--- src/hdl/slc_pkg.sv ---
// ----------------------------------------------------------------------------
// Solar load cutoff package
// Shared constants, codes and types for the solar load cutoff unit.
// ----------------------------------------------------------------------------
package slc_pkg;

    localparam int TIME_BITS = 32;

    localparam int ACTION_W = 2;
    localparam int NOW_W    = 32;
    localparam int SOC_W    = 7;
    localparam int PV_W     = 16;
    localparam int MODE_W   = 2;
    localparam int CFG_W    = 32;
    localparam int CFG_IDX_W = 2;
    localparam int CMP_W    = 64;

    typedef logic [TIME_BITS-1:0] time_t;

    localparam logic [ACTION_W-1:0] ACT_UPDATE  = 2'd0;
    localparam logic [ACTION_W-1:0] ACT_ENABLE  = 2'd1;
    localparam logic [ACTION_W-1:0] ACT_DISABLE = 2'd2;

    localparam logic [CFG_IDX_W-1:0] CFG_SOC_CUTOFF  = 2'd0;
    localparam logic [CFG_IDX_W-1:0] CFG_PV_CUTOFF   = 2'd1;
    localparam logic [CFG_IDX_W-1:0] CFG_PV_TIMEOUT  = 2'd2;
    localparam logic [CFG_IDX_W-1:0] CFG_ERR_HOLDOFF = 2'd3;

    localparam logic [SOC_W-1:0] SOC_CUTOFF_RST  = 7'd20;
    localparam logic [PV_W-1:0]  PV_CUTOFF_RST   = 16'd10;
    localparam logic [CFG_W-1:0] PV_TIMEOUT_RST  = 32'd60000;
    localparam logic [CFG_W-1:0] ERR_HOLDOFF_RST = 32'd60000;

    typedef struct packed {
        logic [SOC_W-1:0] soc_cutoff;
        logic [PV_W-1:0]  pv_cutoff;
        logic [CFG_W-1:0] low_pv_timeout_ms;
        logic [CFG_W-1:0] error_holdoff_ms;
    } cfg_t;

    typedef struct packed {
        logic [MODE_W-1:0] load_state;
        logic              load_on;
        logic              state_changed;
    } result_t;

endpackage

--- src/hdl/solar_load_cutoff_fsm_unit.sv ---
// ----------------------------------------------------------------------------
// Solar load cutoff unit
// Registered: a result beat is valid in the cycle after its input is accepted.
// One beat per cycle unless out_ready stalls; the output refills while drained.
// Reset clears the mode to inactive, both timers to zero and the thresholds
// to their defaults; the output register comes out of reset empty.
// ----------------------------------------------------------------------------
module solar_load_cutoff_fsm_unit
    import slc_pkg::*;
(
    input  logic                 clk,
    input  logic                 rst_n,
    input  logic                 cfg_we,
    input  logic [CFG_IDX_W-1:0] cfg_addr,
    input  logic [CFG_W-1:0]     cfg_wdata,
    input  logic                 in_valid,
    output logic                 in_ready,
    input  logic [ACTION_W-1:0]  action,
    input  logic [NOW_W-1:0]     now_ms,
    input  logic [SOC_W-1:0]     battery_soc,
    input  logic [PV_W-1:0]      pv_power,
    output logic                 out_valid,
    input  logic                 out_ready,
    output logic [MODE_W-1:0]    load_state,
    output logic                 load_on,
    output logic                 state_changed
);

    cfg_t    cfg_reg;
    logic    out_valid_reg;
    result_t result_reg;
    result_t result_next;
    logic    step;

    assign in_ready = !out_valid_reg || out_ready;
    assign step     = in_valid && in_ready;

    always_ff @(posedge clk or negedge rst_n)
    begin
        if (!rst_n)
        begin
            cfg_reg.soc_cutoff        <= SOC_CUTOFF_RST;
            cfg_reg.pv_cutoff         <= PV_CUTOFF_RST;
            cfg_reg.low_pv_timeout_ms <= PV_TIMEOUT_RST;
            cfg_reg.error_holdoff_ms  <= ERR_HOLDOFF_RST;
        end
        else if (cfg_we)
        begin
            case (cfg_addr)
                CFG_SOC_CUTOFF:  cfg_reg.soc_cutoff        <= cfg_wdata[SOC_W-1:0];
                CFG_PV_CUTOFF:   cfg_reg.pv_cutoff         <= cfg_wdata[PV_W-1:0];
                CFG_PV_TIMEOUT:  cfg_reg.low_pv_timeout_ms <= cfg_wdata;
                CFG_ERR_HOLDOFF: cfg_reg.error_holdoff_ms  <= cfg_wdata;
                default:         cfg_reg                   <= cfg_reg;
            endcase
        end
    end

    slc_ctrl u_ctrl (
        .clk    (clk),
        .rst_n  (rst_n),
        .step   (step),
        .action (action),
        .now    (TIME_BITS'(now_ms)),
        .soc    (battery_soc),
        .pv     (pv_power),
        .cfg    (cfg_reg),
        .result (result_next)
    );

    always_ff @(posedge clk or negedge rst_n)
    begin
        if (!rst_n)
        begin
            out_valid_reg <= 1'b0;
        end
        else if (in_ready)
        begin
            out_valid_reg <= in_valid;
        end
    end

    always_ff @(posedge clk)
    begin
        if (step)
        begin
            result_reg <= result_next;
        end
    end

    assign out_valid     = out_valid_reg;
    assign load_state    = result_reg.load_state;
    assign load_on       = result_reg.load_on;
    assign state_changed = result_reg.state_changed;

endmodule

--- src/hdl/slc_ctrl.sv ---
// ----------------------------------------------------------------------------
// Solar load cutoff controller
// Holds the load mode and the fault timers and resolves one beat per step.
// ----------------------------------------------------------------------------
module slc_ctrl
    import slc_pkg::*;
(
    input  logic                clk,
    input  logic                rst_n,
    input  logic                step,
    input  logic [ACTION_W-1:0] action,
    input  time_t               now,
    input  logic [SOC_W-1:0]    soc,
    input  logic [PV_W-1:0]     pv,
    input  cfg_t                cfg,
    output result_t             result
);

    typedef enum logic [MODE_W-1:0] {
        MODE_INACTIVE = 2'd0,
        MODE_ACTIVE   = 2'd1,
        MODE_LOW_PV   = 2'd2,
        MODE_LOW_BATT = 2'd3
    } mode_t;

    mode_t mode_reg;
    mode_t mode_next;
    mode_t cand;
    time_t good_time_reg;
    time_t good_time_next;
    time_t fault_time_reg;
    time_t fault_time_next;
    time_t pv_elapsed;
    time_t fault_elapsed;
    logic  soc_low;
    logic  pv_low;
    logic  pv_timed_out;
    logic  in_holdoff;

    assign soc_low       = soc < cfg.soc_cutoff;
    assign pv_low        = pv < cfg.pv_cutoff;
    assign pv_elapsed    = now - good_time_reg;
    assign fault_elapsed = now - fault_time_reg;
    assign pv_timed_out  = CMP_W'(pv_elapsed) > CMP_W'(cfg.low_pv_timeout_ms);
    assign in_holdoff    = CMP_W'(fault_elapsed) <= CMP_W'(cfg.error_holdoff_ms);

    always_comb
    begin
        mode_next       = mode_reg;
        good_time_next  = good_time_reg;
        fault_time_next = fault_time_reg;
        cand            = mode_reg;
        case (action)
            ACT_ENABLE:
            begin
                if (mode_reg == MODE_INACTIVE)
                begin
                    mode_next       = MODE_ACTIVE;
                    good_time_next  = now;
                    fault_time_next = '0;
                end
            end
            ACT_DISABLE:
            begin
                mode_next = MODE_INACTIVE;
            end
            ACT_UPDATE:
            begin
                case (mode_reg)
                    MODE_ACTIVE:
                    begin
                        if (soc_low)
                        begin
                            cand = MODE_LOW_BATT;
                        end
                        else if (pv_low)
                        begin
                            if (pv_timed_out)
                            begin
                                cand = MODE_LOW_PV;
                            end
                        end
                        else
                        begin
                            good_time_next = now;
                        end
                    end
                    MODE_LOW_BATT:
                    begin
                        if (!soc_low)
                        begin
                            cand = MODE_ACTIVE;
                        end
                    end
                    MODE_LOW_PV:
                    begin
                        if (!pv_low)
                        begin
                            cand = MODE_ACTIVE;
                        end
                    end
                    default:
                    begin
                        cand = mode_reg;
                    end
                endcase
                if (cand == MODE_LOW_BATT || cand == MODE_LOW_PV)
                begin
                    if (cand != mode_reg)
                    begin
                        fault_time_next = now;
                    end
                    mode_next = cand;
                end
                else if (cand == MODE_ACTIVE && mode_reg != MODE_ACTIVE)
                begin
                    if (!in_holdoff)
                    begin
                        mode_next = MODE_ACTIVE;
                    end
                end
            end
            default:
            begin
                mode_next = mode_reg;
            end
        endcase
    end

    always_ff @(posedge clk or negedge rst_n)
    begin
        if (!rst_n)
        begin
            mode_reg       <= MODE_INACTIVE;
            good_time_reg  <= '0;
            fault_time_reg <= '0;
        end
        else if (step)
        begin
            mode_reg       <= mode_next;
            good_time_reg  <= good_time_next;
            fault_time_reg <= fault_time_next;
        end
    end

    assign result.load_state    = mode_next;
    assign result.load_on       = (mode_next == MODE_ACTIVE);
    assign result.state_changed = (mode_next != mode_reg);

endmodule
--- config.mk ---
export PLATFORM = sky130hd
export DESIGN_NAME = solar_load_cutoff_fsm_unit
export DESIGN_NICKNAME = d
export VERILOG_FILES = /design/src/hdl/slc_pkg.sv /design/src/hdl/solar_load_cutoff_fsm_unit.sv /design/src/hdl/slc_ctrl.sv
export SDC_FILE = /design/constraint.sdc
export NUM_CORES = 1
export LEC_CHECK = 0
export BUFFER_PORTS_ARGS = -buffer_cell sky130_fd_sc_hd__buf_4
export CAP_MARGIN = 20
export CELL_PAD_IN_SITES_DETAIL_PLACEMENT = 0
export CELL_PAD_IN_SITES_GLOBAL_PLACEMENT = 1
export CORE_MARGIN = 3
export CORE_UTILIZATION = 47
export DETAILED_ROUTE_END_ITERATION = 12
export PLACE_DENSITY = 0.88
export RECOVER_POWER = 50
export SLEW_MARGIN = 10
export SYNTH_ARGS = -nofsm -noshare
export SYNTH_HDL_FRONTEND = slang
export SYNTH_SLANG_ARGS = --single-unit
--- constraint.sdc ---
create_clock -name clk -period 6.3 [get_ports clk]
set_input_delay 1.26 -clock clk [delete_from_list [all_inputs] [get_ports clk]]
set_output_delay 1.26 -clock clk [all_outputs]
set_load 0.05 [all_outputs]
Yosys cells after proc, flatten, opt, wreduce, memory -nomap -nowiden
Index checks and enable logic that the tools add are counted.

Bits in registers: 158. Input port bits: 96. Logic and storage cells: 74.

$add $sub $neg: 2. $lt $le $gt $ge: 4. Equal/unequal tests: 21. Mux-type cells: 21. Reductions and logical operators: 15.

Operator list (number): 32-bit 2-to-1 mux (7); 32-bit case mux with 2 select lines (2); 32-bit subtractor (2); 32-bit greater-than comparator (1); 32-bit less-or-equal comparator (1); 2-bit 2-to-1 mux (10); 16-bit less-than comparator (1); 2-bit equality test, second input constant (7); 2-bit case mux with 3 select lines (2); 2-bit by 1-bit equality test with 1-bit output, second input constant (5); 2-bit by 1-bit inequality test with 1-bit output, second input constant (4); 2-bit AND reduction (4); 7-bit less-than comparator (1); 2-bit logical NOT (3); 2-bit inequality test, second input constant (3); 6-bit AND reduction (1); 5-bit AND reduction (1); 2-bit inequality test (2); 1-bit logical AND (2); 1-bit logical OR (2); 2-bit nonzero test (1); 1-bit logical NOT (1).

Depth between registers and ports, before layout
Gate-level depths: netlist of run 1.

Word-level depth: 13. Depth in mapped cells: 24. Depth with buffers taken out: 23.

Cells and area by module
A second synthesis of run 1 with hierarchy kept.

Cells, all modules: 1138. Area, all modules: 11407.2 um2.

Modules (own cells, without submodules): slc_ctrl (times used 1, cells each 945, area each 7978.9 um2, seq. area each 1651.6 um2); solar_load_cutoff_fsm_unit (times used 1, cells each 193, area each 3428.3 um2, seq. area each 2344.7 um2).

Worst setup path after synthesis of run 1
Ideal clock, no wire load.

Path type: input -> register. From: in now_ms[0]. To: reg result_reg, in the netlist load_on (data pin). Arrival: 5.116 ns. Required time: 6.038 ns. Slack: 0.922 ns. Stages on the path: 22. Path through: inv_1 > ha_1 > inv_1 > fa_1 > a21o_1 > a21oi_2 > nor2b_1 > o41a_1 > o41ai_4 > o221ai_2 > a21o_1 > a21oi_2 > xnor2_1 > ha_1 > and4_1 > nand4_1 > o21ai_0 > o31ai_1 > a211oi_2 > nand4bb_1 > a31oi_1 > nor3_1.

RTL lines: from (decl) (line solar_load_cutoff_fsm_unit.sv:19) `input logic [NOW_W-1:0] now_ms,`; to (signal assigned) (line solar_load_cutoff_fsm_unit.sv:87) `result_reg <= result_next;`; to (decl) (line solar_load_cutoff_fsm_unit.sv:31) `result_t result_reg;`.

==> results of run 1 <==
==> cell type report <==
| type | instances | area, um2 |
|---|---|---|
| timing repair buffer | 113 | 876 |
| inverter | 166 | 623 |
| multi-input combinational | 899 | 6730 |
| clock buffer | 18 | 429 |
| tap | 319 | 399 |
| sequential | 158 | 4000 |
| clock inverter | 14 | 125 |
| fill | 2182 | 10500 |
==> Yosys cell counts (9+ instances only) <==
| library cell | count | share of area, % |
|---|---|---|
| inv_1 | 166 | 5.4 |
| ha_1 | 147 | 16 |
| dfrtp_1 | 136 | 30 |
| nand2_1 | 136 | 4.5 |
| o21ai_0 | 108 | 4.7 |
| mux2_2 | 83 | 8.2 |
| a21oi_1 | 79 | 3.5 |
| a21o_1 | 46 | 3.0 |
| xnor2_1 | 41 | 3.1 |
| nor2_1 | 40 | 1.3 |
| dfstp_2 | 18 | 4.1 |
| nand4_1 | 18 | 0.98 |
| clkbuf_1 | 17 | 0.56 |
| xor2_1 | 17 | 1.3 |
| nand3_1 | 13 | 0.57 |
| nor3_1 | 13 | 0.57 |
| o21bai_1 | 13 | 0.85 |
| o21a_1 | 12 | 0.79 |
| nand2b_1 | 11 | 0.60 |
| nor2b_1 | 11 | 0.60 |
| buf_2 | 9 | 0.39 |
==> worst paths after layout <==
path	end	slack, ns
setup / recovery	load_state[1]$_DFFE_PP_	0.52
hold / removal	u_ctrl.fault_time_reg[27]$_DFFE_PN0P_	0.48
setup reg to reg	load_state[1]$_DFFE_PP_	1.22
hold reg to reg	u_ctrl.fault_time_reg[27]$_DFFE_PN0P_	0.48
max in group asynchronous	cfg_reg[32]$_DFFE_PN0P_	1.99
min in group asynchronous	u_ctrl.fault_time_reg[28]$_DFFE_PN0P_	1.83
==> metrics by stage <==
stage | std cells | worst slack, ns | instance area, um2 | power, mW
after floorplan | 1252 | 0.922 | 11400 | 3.67
after global placement | 1654 | 0.244 | 12600 | 4.39
after detailed placement | 1654 | 0.135 | 12600 | 4.47
after CTS | 1686 | 0.579 | 13200 | 5.50
after global routing | 1687 | 0.208 | 13200 | 5.99
final | 1687 | 0.522 | 13200 | 5.51
==> layer usage <==
| metal | GRT usage (%) | share of wire [%] | wire [um] | vias to the layer above |
|---|---|---|---|---|
| met4 | 6.67 | 2.1 | 588 | 0 |
| li1 | - | - | - | 4576 |
| met2 | 36.5 | 47 | 13300 | 185 |
| met5 | 0 | 0 | 0 | - |
| met1 | 30.7 | 47 | 13400 | 4319 |
| met3 | 3.19 | 3.7 | 1040 | 40 |
==> kinds of logic after synthesis <==
family                     count (synthesis)
DFF                                      158
buffers and inverters                    195
AOI/OAI and AO/OA                        330
muxes                                     83
and+or+nand+nor                          279
xor gates and xnor gates                  58
adders and majority gates                149
==> power by group <==
| group | internal [mW] | switching (mW) |
|---|---|---|
| clock | 0.519 | 0.480 |
| sequential | 1.30 | 0.123 |
| combinational | 1.35 | 1.73 |
==> critical path, delay by kind of cell <==
kind                       cells  cell delay, ns
AOI/OAI and AO/OA             10            2.14
and+or+nand+nor                6            1.24
adders and majority gates      3            0.89
buffers and inverters          3            0.27
xor gates and xnor gates       1            0.15
==> qor.txt, run 1 <==
Total global routing overflow - 0
Vias in the first global route - 9136
Post-DP HPWL - 22200 um
Mapped Nets - 1497
Synthesis Warnings - 0
CTS Buf Count - 17
Final setup fails - 0
Routed len/inst - 16.8 um
First-pass iteration count of the detailed router - 4
Die H - 162 um
Clock-pin transition on the worst setup and hold timing paths - 0.07 ns
Layout cell share with drive strength beyond 1 - 18.9%
Tot GR Track Use - 22.2%
Instance count of the mapped netlist - 1252
Worst VDD drop - 0.165 mV
First-pass GRT wire length - 46800 um
Crit path required time - 6.49 ns
Mux share of post-synthesis cell area - 8.17%
Clock latency on the worst-skew pair - 0.44 ns
Die W - 162 um
Hold path startpoint - u_ctrl.fault_time_reg[27]$_DFFE_PN0P_
Reg2Reg Depth - 21
Max clock buf depth - 2
Xor/xnor share of the synthesized area - 4.44%
Commonest non-fill, non-tap cell in the layout - inv_1
Largest net degree at the start of global routing - 112
CP Launch Type - input port
Total Wirelength - 28400 um
Largest family of logic cells by synthesized area - compound AO/OA/AOI/OAI gates
Worst slew margin - -107%
Max incr delay on CP - 0.43 ns
Crit path max fanout - 3
Mean area per synthesized cell - 9.14 um2
GPL Wtd Cong - 0.851
Initial core utilization - 48.3%
CTS root buf - clkbuf_16
WP data arrival - 5.97 ns
# hold bufs at CTS - 0
Synth Area in Adders - 16.4%
Routed vias/inst - 5.41
Failing checks - max-capacitance violations, max-slew violations
H-tree depth - 4
CTS Sinks - 158
Fraction of registers with async set/reset - 97.5%
Io pins - 102
Crit Path Category - in -> reg
Max Cap Viol - 2
Hold Fails Final Rpt - 0
Status - complete, but fails checks
Clock Skew - 0.0150 ns
Setup bufs post-CTS - 0
Antenna Cells - 0
Crit share post-route - 91.7%
Critical path endpoint category - flip-flop
Final Max Slew Viols - 89
Antenna-violating nets left - 0
RSZ-0062 raised after global routing - false
Critical-path cell list - buf_4, inv_1, ha_1, inv_1, fa_1, a211oi_1, o21a_1, o21ai_1, a32oi_1, o221ai_1, nand3_1, and4b_1, o21ai_0, xor2_1, ha_1, nand4_1, nor3_1, and2_0, a221o_1, o21bai_1, o31a_1, o21a_1, or2_2
EDFF count, synth - 4
Seq/Total Area, Yosys - 34.9%
Hold Slack - 0.484 ns
Initial antenna violation count - 0
Ys flop type - dfrtp_1
Yosys reg bits - 158
CTS tree - done
Achievable frequency - 173 MHz
PortBufs - 101
Setup TNS - 0 ns
Start point of the critical path - now_ms[0]
Cell Pwr Density - 418 mW/mm2
Hold depth - 2
Synth unique cells - 68
Worst Hold Class - reg -> reg
Final core occ - 55.7%
Slew @ Worst Pin - 3.11 ns
Area grow syn2layout - 15.2%
Post-Synth Simple-Gate Area - 11.3%
Core area - 0.0237 mm2
Residual DRC - 0
Critical R2R Launch - u_ctrl.fault_time_reg[0]$_DFFE_PN0P_
Area of the mapped netlist - 0.0114 mm2
Highest-delay cell along the critical path - fa_1
Num rows - 56
Vias - 9120
Leakage - 6.28 nW
Die area - 0.0263 mm2
Max FFs per register - 87
Compound-Gate Fraction of Synth Area - 18.3%
CTS-repair resized insts - 0
Fin crit period - 5.78 ns
Initial DRC Count - 541
Most frequent cells in the layout - inv_1 (166), ha_1 (147), nand2_1 (136), dfrtp_1 (136), o21ai_0 (108)
Fin nets - 1600
Note: power is estimated with default switching activity, not from simulation.
==> run 2, diff against run 1 <==
--- a/config.mk
+++ b/config.mk
@@ -7,14 +7,13 @@
 export LEC_CHECK = 0
 export BUFFER_PORTS_ARGS = -buffer_cell sky130_fd_sc_hd__buf_4
 export CAP_MARGIN = 20
-export CELL_PAD_IN_SITES_DETAIL_PLACEMENT = 0
-export CELL_PAD_IN_SITES_GLOBAL_PLACEMENT = 1
 export CORE_MARGIN = 3
-export CORE_UTILIZATION = 47
+export CORE_UTILIZATION = 61
 export DETAILED_ROUTE_END_ITERATION = 12
 export PLACE_DENSITY = 0.88
 export RECOVER_POWER = 50
 export SLEW_MARGIN = 10
 export SYNTH_ARGS = -nofsm -noshare
 export SYNTH_HDL_FRONTEND = slang
+export SYNTH_HIERARCHICAL = 1
 export SYNTH_SLANG_ARGS = --single-unit
==> run 2 against run 1 <==
Against the previous run: the flow still finishes with violations (max-capacitance violations, max-slew violations); first-iteration DRC count is 51% higher; clock skew is 0.0065 ns lower; clock power hardly changed; fmax is 3.7% lower; sequential power is 4% higher; via count is 0.58% lower; worst hold slack better by 0.0070 ns; critical path depth is 3 higher; synthesized cell count is 9.1% lower; largest cell class unchanged; highest routed layer unchanged.
==> qor.txt, run 2 <==
Failing checks - max-capacitance violations, max-slew violations
Initial DRC Count - 815 (+51%)
Hold depth - 1 (-1)
Total Wirelength - 27700 um (-2.2%)
Synthesis Warnings - 6 (+6)
Antenna-violating nets left - 0 (unchanged)
Area grow syn2layout - 14.6%
Cell Pwr Density - 452 mW/mm2 (+8.2%)
Synth area leaders - dfrtp_1 (30%), ha_1 (16%), mux2_2 (8.6%)
Fin nets - 1501 (-6.2%)
Max FFs per register - 87 (unchanged)
First-pass iteration count of the detailed router - 6 (+2)
Total global routing overflow - 0 (unchanged)
CTS Buf Count - 17 (unchanged)
Crit share post-route - 95.3% (+3.6 points)
Post-synth top area share - 29.8% (+0.098 points)
Worst Hold Class - reg -> reg
CTS Sinks - 158 (unchanged)
Antenna Cells - 0 (unchanged)
Synth unique cells - 66 (-2.9%)
Seq/Total Area, Yosys - 35.0% (+0.11 points)
Fraction of registers with async set/reset - 97.5% (unchanged)
DP Worst Slack - -0.102 ns (-0.236 ns)
Yosys reg bits - 158 (unchanged)
Max Cap Viol - 2 (unchanged)
Io pins - 102 (unchanged)
Final core occ - 72.0% (+16 points)
Critical path endpoint category - flip-flop
Largest area contributor in the netlist - dfrtp_1
Die W - 143 um (-12%)
Initial antenna violation count - 0 (unchanged)
Crit Path Category - in -> reg
Tot GR Track Use - 27.8% (+5.5 points)
Final Max Slew Viols - 140 (+57%)
Most frequent cells after synthesis - inv_1 (165), ha_1 (147), dfrtp_1 (136)
GPL Wtd Cong - 0.987 (+16%)
Crit path max fanout - 3 (unchanged)
Final setup fails - 0 (unchanged)
Commonest non-fill, non-tap cell in the layout - inv_1
Most frequent cell after synthesis - inv_1
Clock Skew - 0.00853 ns (-0.00648 ns)
Vias - 9067 (-0.58%)
Reg2Reg Depth - 25 (+19%)
H-tree depth - 4 (unchanged)
Die area - 0.0204 mm2 (-22%)
Core area - 0.0181 mm2 (-23%)
Max clock buf depth - 2 (unchanged)
Instance count of the mapped netlist - 1138 (-9.1%)
EDFF count, synth - 4 (unchanged)
Post-DP HPWL - 20500 um (-7.4%)
Achievable frequency - 167 MHz (-3.7%)
Vias in the first global route - 9116 (-0.22%)
CP Launch Type - input port
First-pass GRT wire length - 45200 um (-3.3%)
Hold Fails Final Rpt - 0 (unchanged)
Initial core utilization - 62.9% (+15 points)
Status - complete, but fails checks
Num rows - 49 (-13%)
Slew @ Worst Pin - 2.66 ns (-0.451 ns)
Ys flop type - dfrtp_1
Fin crit period - 6.00 ns (+0.225 ns)
Setup bufs post-CTS - 0 (unchanged)
CTS-repair resized insts - 0 (unchanged)
Clock latency on the worst-skew pair - 0.44 ns (about the same)
CTS tree - done
# hold bufs at CTS - 0 (unchanged)
Mean area per synthesized cell - 10.0 um2 (+9.7%)
Setup TNS - 0 ns (unchanged)
Worst slew margin - -77.1% (+30 points)
Setup WS post-layout - 0.297 ns (-0.225 ns)
Die H - 143 um (-12%)
WP data arrival - 6.19 ns (+0.22 ns)
Routed vias/inst - 6.05 (+12%)
Clock-pin transition on the worst setup and hold timing paths - 0.06 ns (about the same)
Largest net degree at the start of global routing - 107 (-4.5%)
Area of the mapped netlist - 0.0114 mm2 (-0.33%)
PortBufs - 101 (unchanged)
Worst VDD drop - 0.240 mV (+45%)
Leakage - 6.45 nW (+2.6%)
Mapped Nets - 1383 (-7.6%)
Residual DRC - 0 (unchanged)
Layout cell share with drive strength beyond 1 - 21.2% (+2.3 points)
Routed len/inst - 18.5 um (+10%)
Most frequent cells in the layout - inv_1 (165), ha_1 (147), dfrtp_1 (136)
CTS root buf - clkbuf_16
Crit path required time - 6.49 ns (about the same)
## run 2: cell types whose count changed after synthesis, sizes merged, moves of 5 or more
cell / before / now
a22o: 2 / 33
mux2: 83 / 119
o21a: 12 / 22
a211oi: 6 / 11
nand2: 136 / 30
a21o: 46 / 56
a21oi: 81 / 74
and2: 8 / 3
nor2: 40 / 49
o21ai: 114 / 40
clkbuf: 17 / 5
## run 2: kinds of logic after synthesis
group,share of synthesized area (%)
compound gates,17.7
buf+inv,6.65
simple gates,8.04
flops,35.0
fa+ha+maj,16.5
mux,11.7
xor+xnor,4.38
## run 2: per-stage QoR
stage          hold slack, ns  cell area (um2)  cells  total power, mW
2_1_floorplan           0.464            11400   1138             3.92
3_3_place_gp            0.474            12500   1466             4.61
3_5_place_dp            0.482            12500   1466             4.77
4_1_cts                 0.496            13100   1498             5.84
5_1_grt                 0.507            13100   1498             6.36
6_report                0.491            13100   1498             5.91
## run 2: layout make-up
class | count | area [um2]
clock buffers | 21 | 460
clock inverters | 11 | 110
fillers | 1305 | 5080
inverters | 165 | 619
multi-input cells | 794 | 6680
flip-flops and latches | 158 | 4000
well taps | 229 | 287
repair buffers | 120 | 916
## run 2: per-layer routing
layer  wire length [um]  track usage (%)
met2              13200             46.0
met3               1720             4.86
met4                822             10.9
met1              11900             36.4
met5                  0                0
## run 2: final timing paths
check	to	slack [ns]	startpoint
setup / recovery	load_on$_DFFE_PP_	0.30	now_ms[0]
hold / removal	u_ctrl/good_time_reg[1]$_DFFE_PN0P_	0.49	u_ctrl/good_time_reg[1]$_DFFE_PN0P_
setup reg to reg	u_ctrl/mode_reg[0]$_DFFE_PN0P_	0.97	u_ctrl/good_time_reg[0]$_DFFE_PN0P_
hold reg to reg	u_ctrl/good_time_reg[1]$_DFFE_PN0P_	0.49	u_ctrl/good_time_reg[1]$_DFFE_PN0P_
max in group asynchronous	u_ctrl/good_time_reg[6]$_DFFE_PN0P_	2.85	rst_n
min in group asynchronous	u_ctrl/good_time_reg[15]$_DFFE_PN0P_	1.67	rst_n
## run 2: power breakdown
part	internal, mW	switching, mW
combinational	1.56	1.84
clock	0.569	0.441
sequential	1.33	0.167
## run 2: worst max-delay path, stage by stage
cell      delay [ns]
buf_4           0.11
inv_1           0.07
buf_4           0.10
ha_1            0.18
inv_1           0.08
fa_1            0.44
a211oi_2        0.24
o21ai_1         0.13
nor4b_1         0.16
o22a_1          0.23
a221o_1         0.31
a31oi_1         0.25
o21ai_1         0.14
a21oi_1         0.23
o21ai_1         0.12
xor2_1          0.15
ha_1            0.30
a21o_1          0.17
a21oi_1         0.17
o21ai_0         0.16
nor4b_1         0.27
o211ai_1        0.13
o211ai_1        0.28
a221o_1         0.26
a21o_1          0.10
o21ba_1         0.14
